## src/hdl/h264nl_pkg.sv

```systemverilog
// Shared types and constants for the H.264 neighbour locator.
// No dependencies; used by every module in hdl/.
package h264nl_pkg;

  typedef enum logic [1:0] {
    REQ_LUMA       = 2'd0,
    REQ_CHROMA     = 2'd1,
    REQ_LUMA_BLK   = 2'd2,
    REQ_CHROMA_BLK = 2'd3
  } req_mode_t;

  localparam logic [4:0] MB_SIZE      = 5'd16;
  localparam logic [8:0] FW_RESET     = 9'd11;
  localparam logic       CFG_IDX_FW   = 1'b0;
  localparam int         DIV_BITS     = 13;
  localparam int         DIV_SPS      = 4;
  localparam int         DIV_STAGES   = (DIV_BITS + DIV_SPS - 1) / DIV_SPS;
  localparam int         DIV_IDX_W    = $clog2(DIV_BITS);

  typedef struct packed {
    req_mode_t         mode;
    logic [12:0]       curr_mb;
    logic [1:0]        block_x;
    logic [1:0]        block_y;
    logic signed [5:0] offset_x;
    logic signed [5:0] offset_y;
    logic              avail_a;
    logic              avail_b;
    logic              avail_c;
    logic              avail_d;
    logic              deblock_call;
  } req_t;

  // after macroblock wrap and block offset
  typedef struct packed {
    req_mode_t         mode;
    logic [12:0]       curr;
    logic signed [6:0] xn;
    logic signed [6:0] yn;
    logic              avail_a;
    logic              avail_b;
    logic              avail_c;
    logic              avail_d;
    logic              deblock_call;
  } loc_t;

  typedef struct packed {
    logic signed [13:0] addr;
    logic               avail;
    logic               pic_ok;
    logic               luma;
    logic               scale;
    logic [3:0]         lx;
    logic [3:0]         ly;
    logic [12:0]        dividend;
  } nbr_t;

  typedef struct packed {
    nbr_t        nbr;
    logic [12:0] row;
    logic [8:0]  col;
  } div_res_t;

  typedef struct packed {
    logic signed [13:0] neighbour_addr;
    logic               available;
    logic [3:0]         local_x;
    logic [3:0]         local_y;
    logic [11:0]        pic_x;
    logic [16:0]        pic_y;
  } res_t;

endpackage

```

## src/hdl/h264nl_front.sv

```systemverilog
// Front end: macroblock wrap, block offset, region decode, local wrap.
// Two register stages; depends on h264nl_pkg.
module h264nl_front #(
  parameter int CHROMA_MB_WIDTH  = 8,
  parameter int CHROMA_MB_HEIGHT = 8,
  parameter int MAX_MBS          = 8192
) (
  input  logic              clk,
  input  logic              rst_n,
  input  logic              in_valid,
  output logic              in_ready,
  input  h264nl_pkg::req_t  in_req,
  input  logic [8:0]        frame_w,
  output logic              out_valid,
  input  logic              out_ready,
  output h264nl_pkg::nbr_t  out_nbr
);

  localparam int MB_QB = $clog2(8191 / MAX_MBS + 1);
  localparam int WOFF  = 16 * CHROMA_MB_WIDTH;
  localparam int HOFF  = 16 * CHROMA_MB_HEIGHT;
  localparam int WQB   = $clog2((63 + WOFF) / CHROMA_MB_WIDTH + 1);
  localparam int HQB   = $clog2((63 + HOFF) / CHROMA_MB_HEIGHT + 1);

  logic             a_v_r, b_v_r;
  logic             a_rdy, b_rdy;
  h264nl_pkg::loc_t a_r, a_nxt;
  h264nl_pkg::nbr_t b_r, b_nxt;

  assign b_rdy     = !b_v_r || out_ready;
  assign a_rdy     = !a_v_r || b_rdy;
  assign in_ready  = a_rdy;
  assign out_valid = b_v_r;
  assign out_nbr   = b_r;

  // stage A
  always_comb begin
    logic [12:0]       c;
    logic              blk;
    logic signed [6:0] ax;
    logic signed [6:0] ay;
    c   = in_req.curr_mb;
    for (int k = MB_QB - 1; k >= 0; k--) begin
      if ({19'd0, c} >= (MAX_MBS << k)) begin
        c = c - 13'(MAX_MBS << k);
      end
    end
    blk = (in_req.mode == h264nl_pkg::REQ_LUMA_BLK) ||
          (in_req.mode == h264nl_pkg::REQ_CHROMA_BLK);
    ax  = blk ? $signed({3'b000, in_req.block_x, 2'b00}) : 7'sd0;
    ay  = blk ? $signed({3'b000, in_req.block_y, 2'b00}) : 7'sd0;
    a_nxt.mode         = in_req.mode;
    a_nxt.curr         = c;
    a_nxt.xn           = 7'(in_req.offset_x) + ax;
    a_nxt.yn           = 7'(in_req.offset_y) + ay;
    a_nxt.avail_a      = in_req.avail_a;
    a_nxt.avail_b      = in_req.avail_b;
    a_nxt.avail_c      = in_req.avail_c;
    a_nxt.avail_d      = in_req.avail_d;
    a_nxt.deblock_call = in_req.deblock_call;
  end

  // stage B
  always_comb begin
    logic               luma;
    logic               blk;
    logic [4:0]         maxw;
    logic [4:0]         maxh;
    logic               xneg, yneg, xin, yin;
    logic [13:0]        cur;
    logic [13:0]        w;
    logic signed [13:0] addr;
    logic               av;
    logic               calc;
    logic [9:0]         vx, vy;
    logic [3:0]         wx, wy;
    luma = (a_r.mode == h264nl_pkg::REQ_LUMA) || (a_r.mode == h264nl_pkg::REQ_LUMA_BLK);
    blk  = (a_r.mode == h264nl_pkg::REQ_LUMA_BLK) ||
           (a_r.mode == h264nl_pkg::REQ_CHROMA_BLK);
    maxw = luma ? h264nl_pkg::MB_SIZE : 5'(CHROMA_MB_WIDTH);
    maxh = luma ? h264nl_pkg::MB_SIZE : 5'(CHROMA_MB_HEIGHT);
    xneg = a_r.xn[6];
    yneg = a_r.yn[6];
    xin  = a_r.xn < $signed({2'b00, maxw});
    yin  = a_r.yn < $signed({2'b00, maxh});
    cur  = {1'b0, a_r.curr};
    w    = {5'd0, frame_w};
    addr = 14'sd0;
    av   = 1'b0;
    if (xneg && yneg) begin
      addr = $signed(cur - w - 14'd1);
      av   = a_r.avail_d;
    end else if (xneg && yin) begin
      addr = $signed(cur - 14'd1);
      av   = a_r.avail_a;
    end else if (xin && yneg) begin
      addr = $signed(cur - w);
      av   = a_r.avail_b;
    end else if (xin && yin) begin
      addr = $signed(cur);
      av   = 1'b1;
    end else if (yneg) begin
      addr = $signed(cur - w + 14'd1);
      av   = a_r.avail_c;
    end
    calc = av || a_r.deblock_call;

    vx = {{3{a_r.xn[6]}}, a_r.xn} + 10'(WOFF);
    for (int k = WQB - 1; k >= 0; k--) begin
      if ({22'd0, vx} >= (CHROMA_MB_WIDTH << k)) begin
        vx = vx - 10'(CHROMA_MB_WIDTH << k);
      end
    end
    vy = {{3{a_r.yn[6]}}, a_r.yn} + 10'(HOFF);
    for (int k = HQB - 1; k >= 0; k--) begin
      if ({22'd0, vy} >= (CHROMA_MB_HEIGHT << k)) begin
        vy = vy - 10'(CHROMA_MB_HEIGHT << k);
      end
    end
    wx = luma ? a_r.xn[3:0] : vx[3:0];
    wy = luma ? a_r.yn[3:0] : vy[3:0];

    b_nxt.addr     = addr;
    b_nxt.avail    = av;
    b_nxt.pic_ok   = calc && !addr[13];
    b_nxt.luma     = luma;
    b_nxt.scale    = blk && av;
    b_nxt.lx       = calc ? wx : 4'd0;
    b_nxt.ly       = calc ? wy : 4'd0;
    b_nxt.dividend = addr[13] ? 13'd0 : addr[12:0];
  end

  always_ff @(posedge clk) begin
    if (!rst_n) begin
      a_v_r <= 1'b0;
      b_v_r <= 1'b0;
    end else begin
      if (a_rdy) begin
        a_v_r <= in_valid;
      end
      if (b_rdy) begin
        b_v_r <= a_v_r;
      end
    end
  end

  always_ff @(posedge clk) begin
    if (a_rdy && in_valid) begin
      a_r <= a_nxt;
    end
    if (b_rdy && a_v_r) begin
      b_r <= b_nxt;
    end
  end

endmodule

```

## src/hdl/h264nl_div.sv

```systemverilog
// Pipelined restoring divider: neighbour address by frame width in MBs.
// Gives row and column, carries the item alongside; depends on h264nl_pkg.
module h264nl_div (
  input  logic                 clk,
  input  logic                 rst_n,
  input  logic                 in_valid,
  output logic                 in_ready,
  input  h264nl_pkg::nbr_t     in_nbr,
  input  logic [8:0]           frame_w,
  output logic                 out_valid,
  input  logic                 out_ready,
  output h264nl_pkg::div_res_t out_res
);

  localparam int NS = h264nl_pkg::DIV_STAGES;

  logic [NS:0]      vld;
  logic [NS:0]      rdy;
  h264nl_pkg::nbr_t pl [NS+1];
  logic [12:0]      qt [NS+1];
  logic [8:0]       rm [NS+1];

  assign vld[0]   = in_valid;
  assign pl[0]    = in_nbr;
  assign qt[0]    = 13'd0;
  assign rm[0]    = 9'd0;
  assign rdy[NS]  = out_ready;
  assign in_ready = rdy[0];

  for (genvar s = 0; s < NS; s++) begin : g_stage
    logic             v_r;
    h264nl_pkg::nbr_t pl_r;
    logic [12:0]      q_r, q_nxt;
    logic [8:0]       rm_r, rm_nxt;

    assign rdy[s]    = !v_r || rdy[s+1];
    assign vld[s+1]  = v_r;
    assign pl[s+1]   = pl_r;
    assign qt[s+1]   = q_r;
    assign rm[s+1]   = rm_r;

    always_comb begin
      logic [8:0] r;
      logic [9:0] sh;
      int         k;
      r     = rm[s];
      q_nxt = qt[s];
      for (int j = 0; j < h264nl_pkg::DIV_SPS; j++) begin
        k = h264nl_pkg::DIV_BITS - 1 - (s * h264nl_pkg::DIV_SPS + j);
        if (k >= 0) begin
          sh = {r, pl[s].dividend[k[h264nl_pkg::DIV_IDX_W-1:0]]};
          if (sh >= {1'b0, frame_w}) begin
            sh = sh - {1'b0, frame_w};
            q_nxt[k[h264nl_pkg::DIV_IDX_W-1:0]] = 1'b1;
          end
          r = sh[8:0];
        end
      end
      rm_nxt = r;
    end

    always_ff @(posedge clk) begin
      if (!rst_n) begin
        v_r <= 1'b0;
      end else if (rdy[s]) begin
        v_r <= vld[s];
      end
    end

    always_ff @(posedge clk) begin
      if (rdy[s] && vld[s]) begin
        pl_r <= pl[s];
        q_r  <= q_nxt;
        rm_r <= rm_nxt;
      end
    end
  end

  assign out_valid   = vld[NS];
  assign out_res.nbr = pl[NS];
  assign out_res.row = qt[NS];
  assign out_res.col = rm[NS];

endmodule

```

## src/hdl/h264nl_pos.sv

```systemverilog
// Output stage: picture position from row and column, 4x4 scaling.
// One register stage that is the result register; depends on h264nl_pkg.
module h264nl_pos #(
  parameter int CHROMA_MB_WIDTH  = 8,
  parameter int CHROMA_MB_HEIGHT = 8
) (
  input  logic                 clk,
  input  logic                 rst_n,
  input  logic                 in_valid,
  output logic                 in_ready,
  input  h264nl_pkg::div_res_t in_res,
  output logic                 out_valid,
  input  logic                 out_ready,
  output h264nl_pkg::res_t     out_res
);

  logic             v_r;
  h264nl_pkg::res_t res_r, res_nxt;

  assign in_ready  = !v_r || out_ready;
  assign out_valid = v_r;
  assign out_res   = res_r;

  always_comb begin
    logic [4:0]  maxw;
    logic [4:0]  maxh;
    logic [13:0] px;
    logic [18:0] py;
    logic [3:0]  lx, ly;
    maxw = in_res.nbr.luma ? h264nl_pkg::MB_SIZE : 5'(CHROMA_MB_WIDTH);
    maxh = in_res.nbr.luma ? h264nl_pkg::MB_SIZE : 5'(CHROMA_MB_HEIGHT);
    px   = 14'(in_res.col) * 14'(maxw) + 14'(in_res.nbr.lx);
    py   = 19'(in_res.row) * 19'(maxh) + 19'(in_res.nbr.ly);
    lx   = in_res.nbr.lx;
    ly   = in_res.nbr.ly;
    if (!in_res.nbr.pic_ok) begin
      px = 14'd0;
      py = 19'd0;
    end
    if (in_res.nbr.scale) begin
      px = px >> 2;
      py = py >> 2;
      lx = lx >> 2;
      ly = ly >> 2;
    end
    res_nxt.neighbour_addr = in_res.nbr.addr;
    res_nxt.available      = in_res.nbr.avail;
    res_nxt.local_x        = lx;
    res_nxt.local_y        = ly;
    res_nxt.pic_x          = px[11:0];
    res_nxt.pic_y          = py[16:0];
  end

  always_ff @(posedge clk) begin
    if (!rst_n) begin
      v_r <= 1'b0;
    end else if (in_ready) begin
      v_r <= in_valid;
    end
  end

  always_ff @(posedge clk) begin
    if (in_ready && in_valid) begin
      res_r <= res_nxt;
    end
  end

endmodule

```

## src/hdl/h264_neighbour_locate_top.sv

```systemverilog
// Top level of the H.264 neighbour locator: config register and pipeline.
// Depends on h264nl_pkg, h264nl_front, h264nl_div, h264nl_pos.
//
//   channel | direction | handshake            | payload
//   in_     | input     | in_valid / in_ready  | request fields, one port each
//   out_    | output    | out_valid/out_ready  | neighbour fields, one port each
//   cfg_    | input     | APB write/read       | frame_width_mbs at byte 0
//
// One item per cycle while no stage stalls; register stages: 2 front stages, 4 divider
// stages of 4 quotient bits, 1 output register. The divider sets the depth.
// Synchronous reset clears the valid bits and sets the width to 11.
// Each stage holds under a stall and takes a new item when it empties.
module h264_neighbour_locate_top #(
  parameter int CHROMA_MB_WIDTH  = 8,
  parameter int CHROMA_MB_HEIGHT = 8,
  parameter int MAX_MBS          = 8192
) (
  input  logic               clk,
  input  logic               rst_n,
  input  logic               in_valid,
  output logic               in_ready,
  input  logic [1:0]         in_req_type,
  input  logic [12:0]        in_curr_mb,
  input  logic [1:0]         in_block_x,
  input  logic [1:0]         in_block_y,
  input  logic signed [5:0]  in_offset_x,
  input  logic signed [5:0]  in_offset_y,
  input  logic               in_avail_a,
  input  logic               in_avail_b,
  input  logic               in_avail_c,
  input  logic               in_avail_d,
  input  logic               in_deblock_call,
  output logic               out_valid,
  input  logic               out_ready,
  output logic signed [13:0] out_neighbour_addr,
  output logic               out_available,
  output logic [3:0]         out_local_x,
  output logic [3:0]         out_local_y,
  output logic [11:0]        out_pic_x,
  output logic [16:0]        out_pic_y,
  input  logic               cfg_psel,
  input  logic               cfg_penable,
  input  logic               cfg_pwrite,
  input  logic [2:0]         cfg_paddr,
  input  logic [31:0]        cfg_pwdata,
  output logic [31:0]        cfg_prdata,
  output logic               cfg_pready
);

  logic [8:0]                 fw_r;
  logic [8:0]                 fw_eff;
  h264nl_pkg::req_t           req;
  h264nl_pkg::nbr_t           f_nbr;
  h264nl_pkg::div_res_t       d_res;
  h264nl_pkg::res_t           res;
  logic                       f_valid, f_ready, d_valid, d_ready;

  assign cfg_pready = 1'b1;
  assign cfg_prdata = (cfg_paddr[2] == h264nl_pkg::CFG_IDX_FW) ? {23'd0, fw_r} : 32'd0;

  always_ff @(posedge clk) begin
    if (!rst_n) begin
      fw_r <= h264nl_pkg::FW_RESET;
    end else if (cfg_psel && cfg_penable && cfg_pwrite && cfg_pready &&
                 cfg_paddr[2] == h264nl_pkg::CFG_IDX_FW) begin
      fw_r <= cfg_pwdata[8:0];
    end
  end

  // zero width behaves as one
  assign fw_eff = (fw_r == 9'd0) ? 9'd1 : fw_r;

  assign req.mode         = h264nl_pkg::req_mode_t'(in_req_type);
  assign req.curr_mb      = in_curr_mb;
  assign req.block_x      = in_block_x;
  assign req.block_y      = in_block_y;
  assign req.offset_x     = in_offset_x;
  assign req.offset_y     = in_offset_y;
  assign req.avail_a      = in_avail_a;
  assign req.avail_b      = in_avail_b;
  assign req.avail_c      = in_avail_c;
  assign req.avail_d      = in_avail_d;
  assign req.deblock_call = in_deblock_call;

  h264nl_front #(
    .CHROMA_MB_WIDTH  (CHROMA_MB_WIDTH),
    .CHROMA_MB_HEIGHT (CHROMA_MB_HEIGHT),
    .MAX_MBS          (MAX_MBS)
  ) u_front (
    .clk       (clk),
    .rst_n     (rst_n),
    .in_valid  (in_valid),
    .in_ready  (in_ready),
    .in_req    (req),
    .frame_w   (fw_eff),
    .out_valid (f_valid),
    .out_ready (f_ready),
    .out_nbr   (f_nbr)
  );

  h264nl_div u_div (
    .clk       (clk),
    .rst_n     (rst_n),
    .in_valid  (f_valid),
    .in_ready  (f_ready),
    .in_nbr    (f_nbr),
    .frame_w   (fw_eff),
    .out_valid (d_valid),
    .out_ready (d_ready),
    .out_res   (d_res)
  );

  h264nl_pos #(
    .CHROMA_MB_WIDTH  (CHROMA_MB_WIDTH),
    .CHROMA_MB_HEIGHT (CHROMA_MB_HEIGHT)
  ) u_pos (
    .clk       (clk),
    .rst_n     (rst_n),
    .in_valid  (d_valid),
    .in_ready  (d_ready),
    .in_res    (d_res),
    .out_valid (out_valid),
    .out_ready (out_ready),
    .out_res   (res)
  );

  assign out_neighbour_addr = res.neighbour_addr;
  assign out_available      = res.available;
  assign out_local_x        = res.local_x;
  assign out_local_y        = res.local_y;
  assign out_pic_x          = res.pic_x;
  assign out_pic_y          = res.pic_y;

endmodule

```

## config.mk

```make
export PLATFORM = sky130hd
export DESIGN_NAME = h264_neighbour_locate_top
export DESIGN_NICKNAME = d
export VERILOG_FILES = /design/src/hdl/h264nl_pkg.sv /design/src/hdl/h264nl_front.sv /design/src/hdl/h264nl_div.sv /design/src/hdl/h264nl_pos.sv /design/src/hdl/h264_neighbour_locate_top.sv
export SDC_FILE = /design/constraint.sdc
export NUM_CORES = 1
export LEC_CHECK = 0
export ABC_AREA = 0
export BUFFER_PORTS_ARGS = -buffer_cell sky130_fd_sc_hd__buf_2
export CORE_ASPECT_RATIO = 1.1
export CORE_MARGIN = 2
export CORE_UTILIZATION = 60
export CTS_CLUSTER_DIAMETER = 200
export DETAILED_ROUTE_END_ITERATION = 16
export GPL_TIMING_DRIVEN = 0
export PLACE_DENSITY_LB_ADDON = 0.05
export SLEW_MARGIN = 10
export SYNTH_ARGS = -nofsm -noshare
export SYNTH_HDL_FRONTEND = slang
export SYNTH_SLANG_ARGS = --single-unit
```

## constraint.sdc

```tcl
create_clock -name clk -period 12.62 [get_ports clk]
set_input_delay 3.786 -clock clk [delete_from_list [all_inputs] [get_ports clk]]
set_output_delay 3.786 -clock clk [all_outputs]
set_load 0.01 [all_outputs]
```

# Yosys cells after proc, flatten, opt, wreduce, memory -nomap -nowiden
# Cells that the tools add are included.
# W data, S select, Z words.
dict set report totals {
  latchBits 0
  ramBits 0
  ff_bits 333
  elab_cells 234
  mem_count 0
  romBits 0
  output_inout_bits 87
  in_bits 78
}
dict set report op_classes {
  n_lt_le_gt_ge 25
  eq_ne 4
  shifts 0
  div_mod_pow 0
  n_addsub 33
  n_mux 51
  n_bitwise 1
  mul 2
  n_reduce_logical 37
}
# cell count
set op_table {}
lappend op_table {{$mux W9} 15}
lappend op_table {{$ge A10 B9 Y1} 12}
lappend op_table {{$sub A9 B9 Y9} 12}
lappend op_table {{$mux W14} 6}
lappend op_table {{$mux W10} 8}
lappend op_table {{$mux W4} 6}
lappend op_table {{$add A7 B9 Y10 const B} 2}
lappend op_table {{$ge A10 B4 Y1 const B} 2}
lappend op_table {{$ge A10 B5 Y1 const B} 2}
lappend op_table {{$ge A10 B6 Y1 const B} 2}
lappend op_table {{$ge A10 B7 Y1 const B} 2}
lappend op_table {{$ge A10 B8 Y1 const B} 2}
lappend op_table {{$sub A10 B5 Y10 const B} 2}
lappend op_table {{$sub A10 B6 Y10 const B} 2}
lappend op_table {{$sub A10 B7 Y10 const B} 2}
lappend op_table {{$sub A10 B8 Y10 const B} 2}
lappend op_table {{$add A18 B4 Y19} 1}
lappend op_table {{$mux W19} 1}
lappend op_table {{$mul A13 B5 Y18} 1}
lappend op_table {{$mux W17} 1}
lappend op_table {{$logic_and A1 B1 Y1} 16}
lappend op_table {{$add A14 B1 Y14 const B} 1}
lappend op_table {{$add A14 B4 Y14} 1}
lappend op_table {{$add A6 B5 Y7} 2}
lappend op_table {{other kinds (18)} 50}

# Logic depth before layout (Yosys ltp)
dict set report depth {
  depth_word 12
  depth_mapped 42
  depth_no_buf 40
}

# Modules after synthesis
# Synthesis repeated with hierarchy kept, for this count alone.
dict set report unflattened {
  cells_unflattened 1875
  area_unflattened_um2 22113.7
}
# module seq_area_each_um2 area_per_inst_um2 cells_each n_inst
set modules_own_cells {}
lappend modules_own_cells {h264nl_div 6956.7 12537.0 965 1}
lappend modules_own_cells {h264nl_front 2232.1 5178.7 501 1}
lappend modules_own_cells {h264nl_pos 1581.5 3698.5 323 1}
lappend modules_own_cells {h264_neighbour_locate_top 180.2 699.4 86 1}

# Least setup slack after synthesis
# No wires, ideal clock.
dict set report synth_path {
  path_kind {register to register}
  from {register fw_r[4]}
  to {register u_div.g_stage[2].rm_r[2], data pin}
  setup_slack_ns 3.848
  arrival_time_ns 8.512
  required_time_ns 12.360
  path_stages_with_launch 42
  cell_sequence {dfxtp_1 > or4_4 > nor2_1 > or2_2 > ha_1 > inv_1 > fa_1 > a21o_1 > a21oi_1 > o211ai_1 > a21o_1 > clkbuf_1 > mux2_2 > ha_1 > nor2b_1 > o21ai_0 > a21oi_1 > o21ai_0 > [6 not listed] > a21oi_1 > o21bai_1 > a21oi_1 > a21oi_1 > nor3b_1 > nor2_2 > mux2_2 > ha_1 > a21o_1 > a21oi_1 > o22ai_1 > nor2_1 > o21ai_0 > a21oi_1 > o211ai_1 > a21bo_2 > inv_2 > mux2_2}
}
dict set report synth_between {
  elab_chain_cells 10
  elab_cells_between_ends 14
  cone_classes {4 x add/sub; 4 x order compare; 5 x mux; 1 x reduce/logical}
}
# item line
set synth_rtl {}
lappend synth_rtl {{from (decl)} h264_neighbour_locate_top.sv:50} ;# logic [8:0] fw_r;
lappend synth_rtl {{from (signal assigned)} h264_neighbour_locate_top.sv:63} ;# fw_r <= h264nl_pkg::FW_RESET;
lappend synth_rtl {{from (signal assigned)} h264_neighbour_locate_top.sv:66} ;# fw_r <= cfg_pwdata[8:0];
lappend synth_rtl {{$logic_not A9 Y1} h264_neighbour_locate_top.sv:71} ;# assign fw_eff = (fw_r == 9'd0) ? 9'd1 : fw_r;
lappend synth_rtl {{$mux W9 (*)} h264_neighbour_locate_top.sv:71}
lappend synth_rtl {{$sub A9 B9 Y9 / $ge A10 B9 Y1 (equally long branches)} {h264nl_div.sv:53, h264nl_div.sv:52}}
lappend synth_rtl {{$mux W9} h264nl_div.sv:52} ;# if (sh >= {1'b0, frame_w}) begin
lappend synth_rtl {{$ge A10 B9 Y1 / $sub A9 B9 Y9 (equally long branches)} {h264nl_div.sv:52, h264nl_div.sv:53}}
lappend synth_rtl {{$mux W9} h264nl_div.sv:52}
lappend synth_rtl {{$sub A9 B9 Y9 / $ge A10 B9 Y1 (equally long branches)} {h264nl_div.sv:53, h264nl_div.sv:52}}
lappend synth_rtl {{$mux W9} h264nl_div.sv:52}
lappend synth_rtl {{$sub A9 B9 Y9 / $ge A10 B9 Y1 (equally long branches)} {h264nl_div.sv:53, h264nl_div.sv:52}}
lappend synth_rtl {{$mux W9 (*)} h264nl_div.sv:52}
lappend synth_rtl {{to (signal assigned)} h264nl_div.sv:74} ;# rm_r <= rm_nxt;
lappend synth_rtl {{to (decl)} h264nl_div.sv:34} ;# logic [8:0] rm_r, rm_nxt;
# Every way passes the cells marked *; elsewhere a longest branch is shown, timed or not.
# A chain may end at the register's enable or synchronous reset.

# Worst setup path after layout
dict set report layout_path {
  from {register fw_r[8]}
  to {register u_div.g_stage[2].rm_r[7], data pin}
}
dict set report layout_between {
  elab_chain_cells 10
  elab_cells_between_ends 14
  cone_classes {4 x add/sub; 4 x order compare; 5 x mux; 1 x reduce/logical}
}
# item line
set layout_rtl {}
lappend layout_rtl {{$logic_not A9 Y1} h264_neighbour_locate_top.sv:71}
lappend layout_rtl {{$mux W9 (*)} h264_neighbour_locate_top.sv:71}
lappend layout_rtl {{$sub A9 B9 Y9 / $ge A10 B9 Y1 (equally long branches)} {h264nl_div.sv:53, h264nl_div.sv:52}}
lappend layout_rtl {{$mux W9} h264nl_div.sv:52}
lappend layout_rtl {{$sub A9 B9 Y9 / $ge A10 B9 Y1 (equally long branches)} {h264nl_div.sv:53, h264nl_div.sv:52}}
lappend layout_rtl {{$mux W9} h264nl_div.sv:52}
lappend layout_rtl {{$sub A9 B9 Y9 / $ge A10 B9 Y1 (equally long branches)} {h264nl_div.sv:53, h264nl_div.sv:52}}
lappend layout_rtl {{$mux W9} h264nl_div.sv:52}
lappend layout_rtl {{$sub A9 B9 Y9 / $ge A10 B9 Y1 (equally long branches)} {h264nl_div.sv:53, h264nl_div.sv:52}}
lappend layout_rtl {{$mux W9 (*)} h264nl_div.sv:52}
# Marked as above.

==> metrics.cfg <==
[global_route]
grt_usage_pct=24.5
grt_util_met1_pct=31.3
grt_pass1_vias=13900
gr-usage-met3_pct=3.13
grt_util_met2_pct=43.2
grt_overflow_total=0
grt_pass1_wl_um=70100
top_usage_layer=met2
antenna_found_initial=0
grt_max_degree=33

[timing]
fin_crit_ps=10690
setup_viol=0
fmax_mhz=93.6
fin_skew_ps=18.9
report.final.slew_viol_count=0
worst_pin_slew_ps=1160
hold_viol=0
fin_crit_sh_pct=84.7
holdWs_ps=412
slew_headroom_pct=22.3
setup_slack_ps=1930
rsz0062_at_grt=false
fin_setup_tns_ps=0

[synthesis]
synth.most_common_cell=edfxtp_1
syn-cell-area_sq_um=20400
synthCells=1800
synth-edff-count=317
ys_warn_count=0
synth_top_area_share_pct=46.7
netlist_top_cells_area=edfxtp_1 47%, ha_1 11%, mux2_2 3.6%
yosys_most_used_dff=edfxtp_1
yosysSeqAreaShare_pct=48.3
async_flop_share_pct=0
synth_cell_types=86
synth_top_area_cell=edfxtp_1
ys_ff_latch=333
avgSynthCellArea_sq_um=11.3
netlist_top_cells_count=317 x edfxtp_1, 185 x ha_1, 130 x a21oi_1

[setup_path]
cp.required_ps=12890
cp_slowest_stage_delay_ps=580
worstRegToRegCells=41
cp-end-kind=flop
worst-r2r-setup-slack_ps=1930
cpMostUsedCell=a21oi_1
crit_fanout=14
critPathKind=flop to flop
crit_slowest_cell=or4_4
start_kind=flop
worstPathArrival_ps=10950

[die]
dieArea_sq_um=35400
die-width_um=180
core_area_sq_um=33400
io_pins=165
die_h_um=197
num_rows=70
start_util_pct=61.0

[clock_network]
clock_path_buffers=3
cts-htree-levels=2
cts_tree=done
clk_latency_ps=520
clk_pin_slew_ps=60
clkSinkCount=333
post-cts-setup-buffers=0
cts_root_buf=clkbuf_16
ctsHoldBuffers=0
cts_buffers=35
cts_resized=0

[pwr]
netSwitchingFraction_pct=36.7
p_comb_share_pct=53.4
total_power_w=0.00511
ir_drop_uv=311
leakage_nw=9.27
p_int_w=0.00323
clock_power_share_pct=18.8
power_density_nw_per_um2=223
seqPwrFrac_pct=27.9
p_switching_w=0.00187

[routing]
viasPerCell=5.74
avgRoutedWirePerCell_um=17.6
antenna_left=0
first_pass_iters=5
vias=14100
routed_wl_um=43300
drc=0
first_iter_violations=897

[min_path]
hp-class=flop to flop
worstHoldPathCells=0

[place]
port_buffers=115
hpwl_um=32500
placed_cells=2400
post-place-ws_ps=2060
place_congestion=0.904

[final_layout]
fill_cells=2520
regArea_sq_um=9840
multiInputGateArea_sq_um=10000
fin_cells=2462
syn_to_final_growth_pct=12.6
num_antenna_cells=0
layout-drive-gt1-share_pct=15.3
nets=2284

[flow_run]
cap_violations=0

[status]
status=complete, no violations

## metal layers
layer | part of all wire [%] | wire length (um)
met1 | 44 | 18900
met2 | 49 | 21200
met3 | 4.4 | 1890
met4 | 3.0 | 1280
met5 | 0 | 0
## layout by cell type, fill, tap and decap left out, types with 7 or more instances in the layout
master | Yosys | layout
nand2_1 | 107 | 107
nand3_1 | 28 | 28
nand4_1 | 24 | 24
o21a_1 | 9 | 9
buf_12 | 0 | 7
and3_1 | 10 | 10
buf_4 | 24 | 24
o21ai_0 | 78 | 78
inv_1 | 105 | 104
a21o_1 | 43 | 43
conb_1 | 2 | 48
o21bai_1 | 14 | 14
and2_1 | 34 | 34
xor2_1 | 44 | 44
a21oi_1 | 130 | 129
nand2b_1 | 26 | 26
edfxtp_1 | 317 | 317
ha_1 | 185 | 185
a31oi_1 | 15 | 15
buf_2 | 6 | 121
clkinv_2 | 0 | 9
mux2_2 | 66 | 66
fa_1 | 16 | 16
nor2_1 | 128 | 128
a211oi_1 | 7 | 7
clkbuf_16 | 0 | 35
clkbuf_1 | 29 | 34
xnor2_1 | 84 | 84
mux2i_1 | 25 | 25
a21boi_0 | 16 | 14
dfxtp_1 | 16 | 16
nor2b_1 | 38 | 34
nor3_1 | 29 | 29
## logic make-up after synthesis
logic type / share of synthesized area [%]
and+or+nand+nor: 11.6
AOI/OAI and AO/OA: 12.9
DFF: 48.3
adders and majority gates: 12.9
buffers and inverters: 3.74
xor gates and xnor gates: 5.58
muxes: 4.88
other: 0.0369
## final timing paths
| check | endpoint | startpoint |
|---|---|---|
| hold reg to reg | u_div.out_res[49] | u_div.g_stage[2].pl_r[27] |
| setup reg to reg | u_div.g_stage[2].rm_r[7] | fw_r[8] |
| setup / recovery | u_div.g_stage[2].rm_r[7] | fw_r[8] |
| hold / removal | u_div.out_res[49] | u_div.g_stage[2].pl_r[27] |
## registers in the layout, indices dropped and copies added (netlist names)
name / cells
u_pos.out_res: 52
u_front.a_v_r: 1
u_div.g_stage.pl_r: 93
u_front.out_valid: 1
u_div.g_stage.rm_r: 36
u_pos.out_valid: 1
fw_r: 9
u_front.a_r: 34
u_div.g_stage.q_r: 37
u_div.g_stage.v_r: 3
u_div.out_res: 26
u_front.out_nbr: 39
u_div.out_valid: 1
## worst max-delay path: cells and delay by family, from the launching register on
| kind | cells | cell delay, ps |
|---|---|---|
| AND/OR/NAND/NOR | 8 | 2420 |
| flip-flops | 1 | 330 |
| multiplexers | 3 | 930 |
| buffers and inverters | 5 | 820 |
| AO/OA/AOI/OAI | 20 | 3940 |
| adder cells (fa/ha/maj) | 5 | 1960 |
## power by group through the flow
stage	clock, W	sequential (W)	combinational (W)
2_1_floorplan	0	0.00143	0.00216
3_3_place_gp	0	0.00145	0.00259
3_5_place_dp	0	0.00145	0.00267
4_1_cts	0.000980	0.00142	0.00269
5_1_grt	0.00102	0.00143	0.00302
6_report	0.000960	0.00142	0.00273
## per-stage QoR
step / area, sq um / utilization, %
floorplan: 20500 / -
global placement: 21700 / 64.9
detailed placement: 21900 / 65.5
CTS: 22900 / 68.7
global route: 22900 / 68.7
finish: 22900 / 68.7
## final cells by class
class                   count  share of cell area [%]
clock inverters            21                   0.747
inverters                 108                    1.77
clock buffers              41                    3.96
flip-flops and latches    333                    42.9
repair buffers            122                    3.12
plain buffers              65                    1.55
well taps                 432                    2.36
multi-input cells        1340                    43.6
Power figures use the tool's default switching activity.
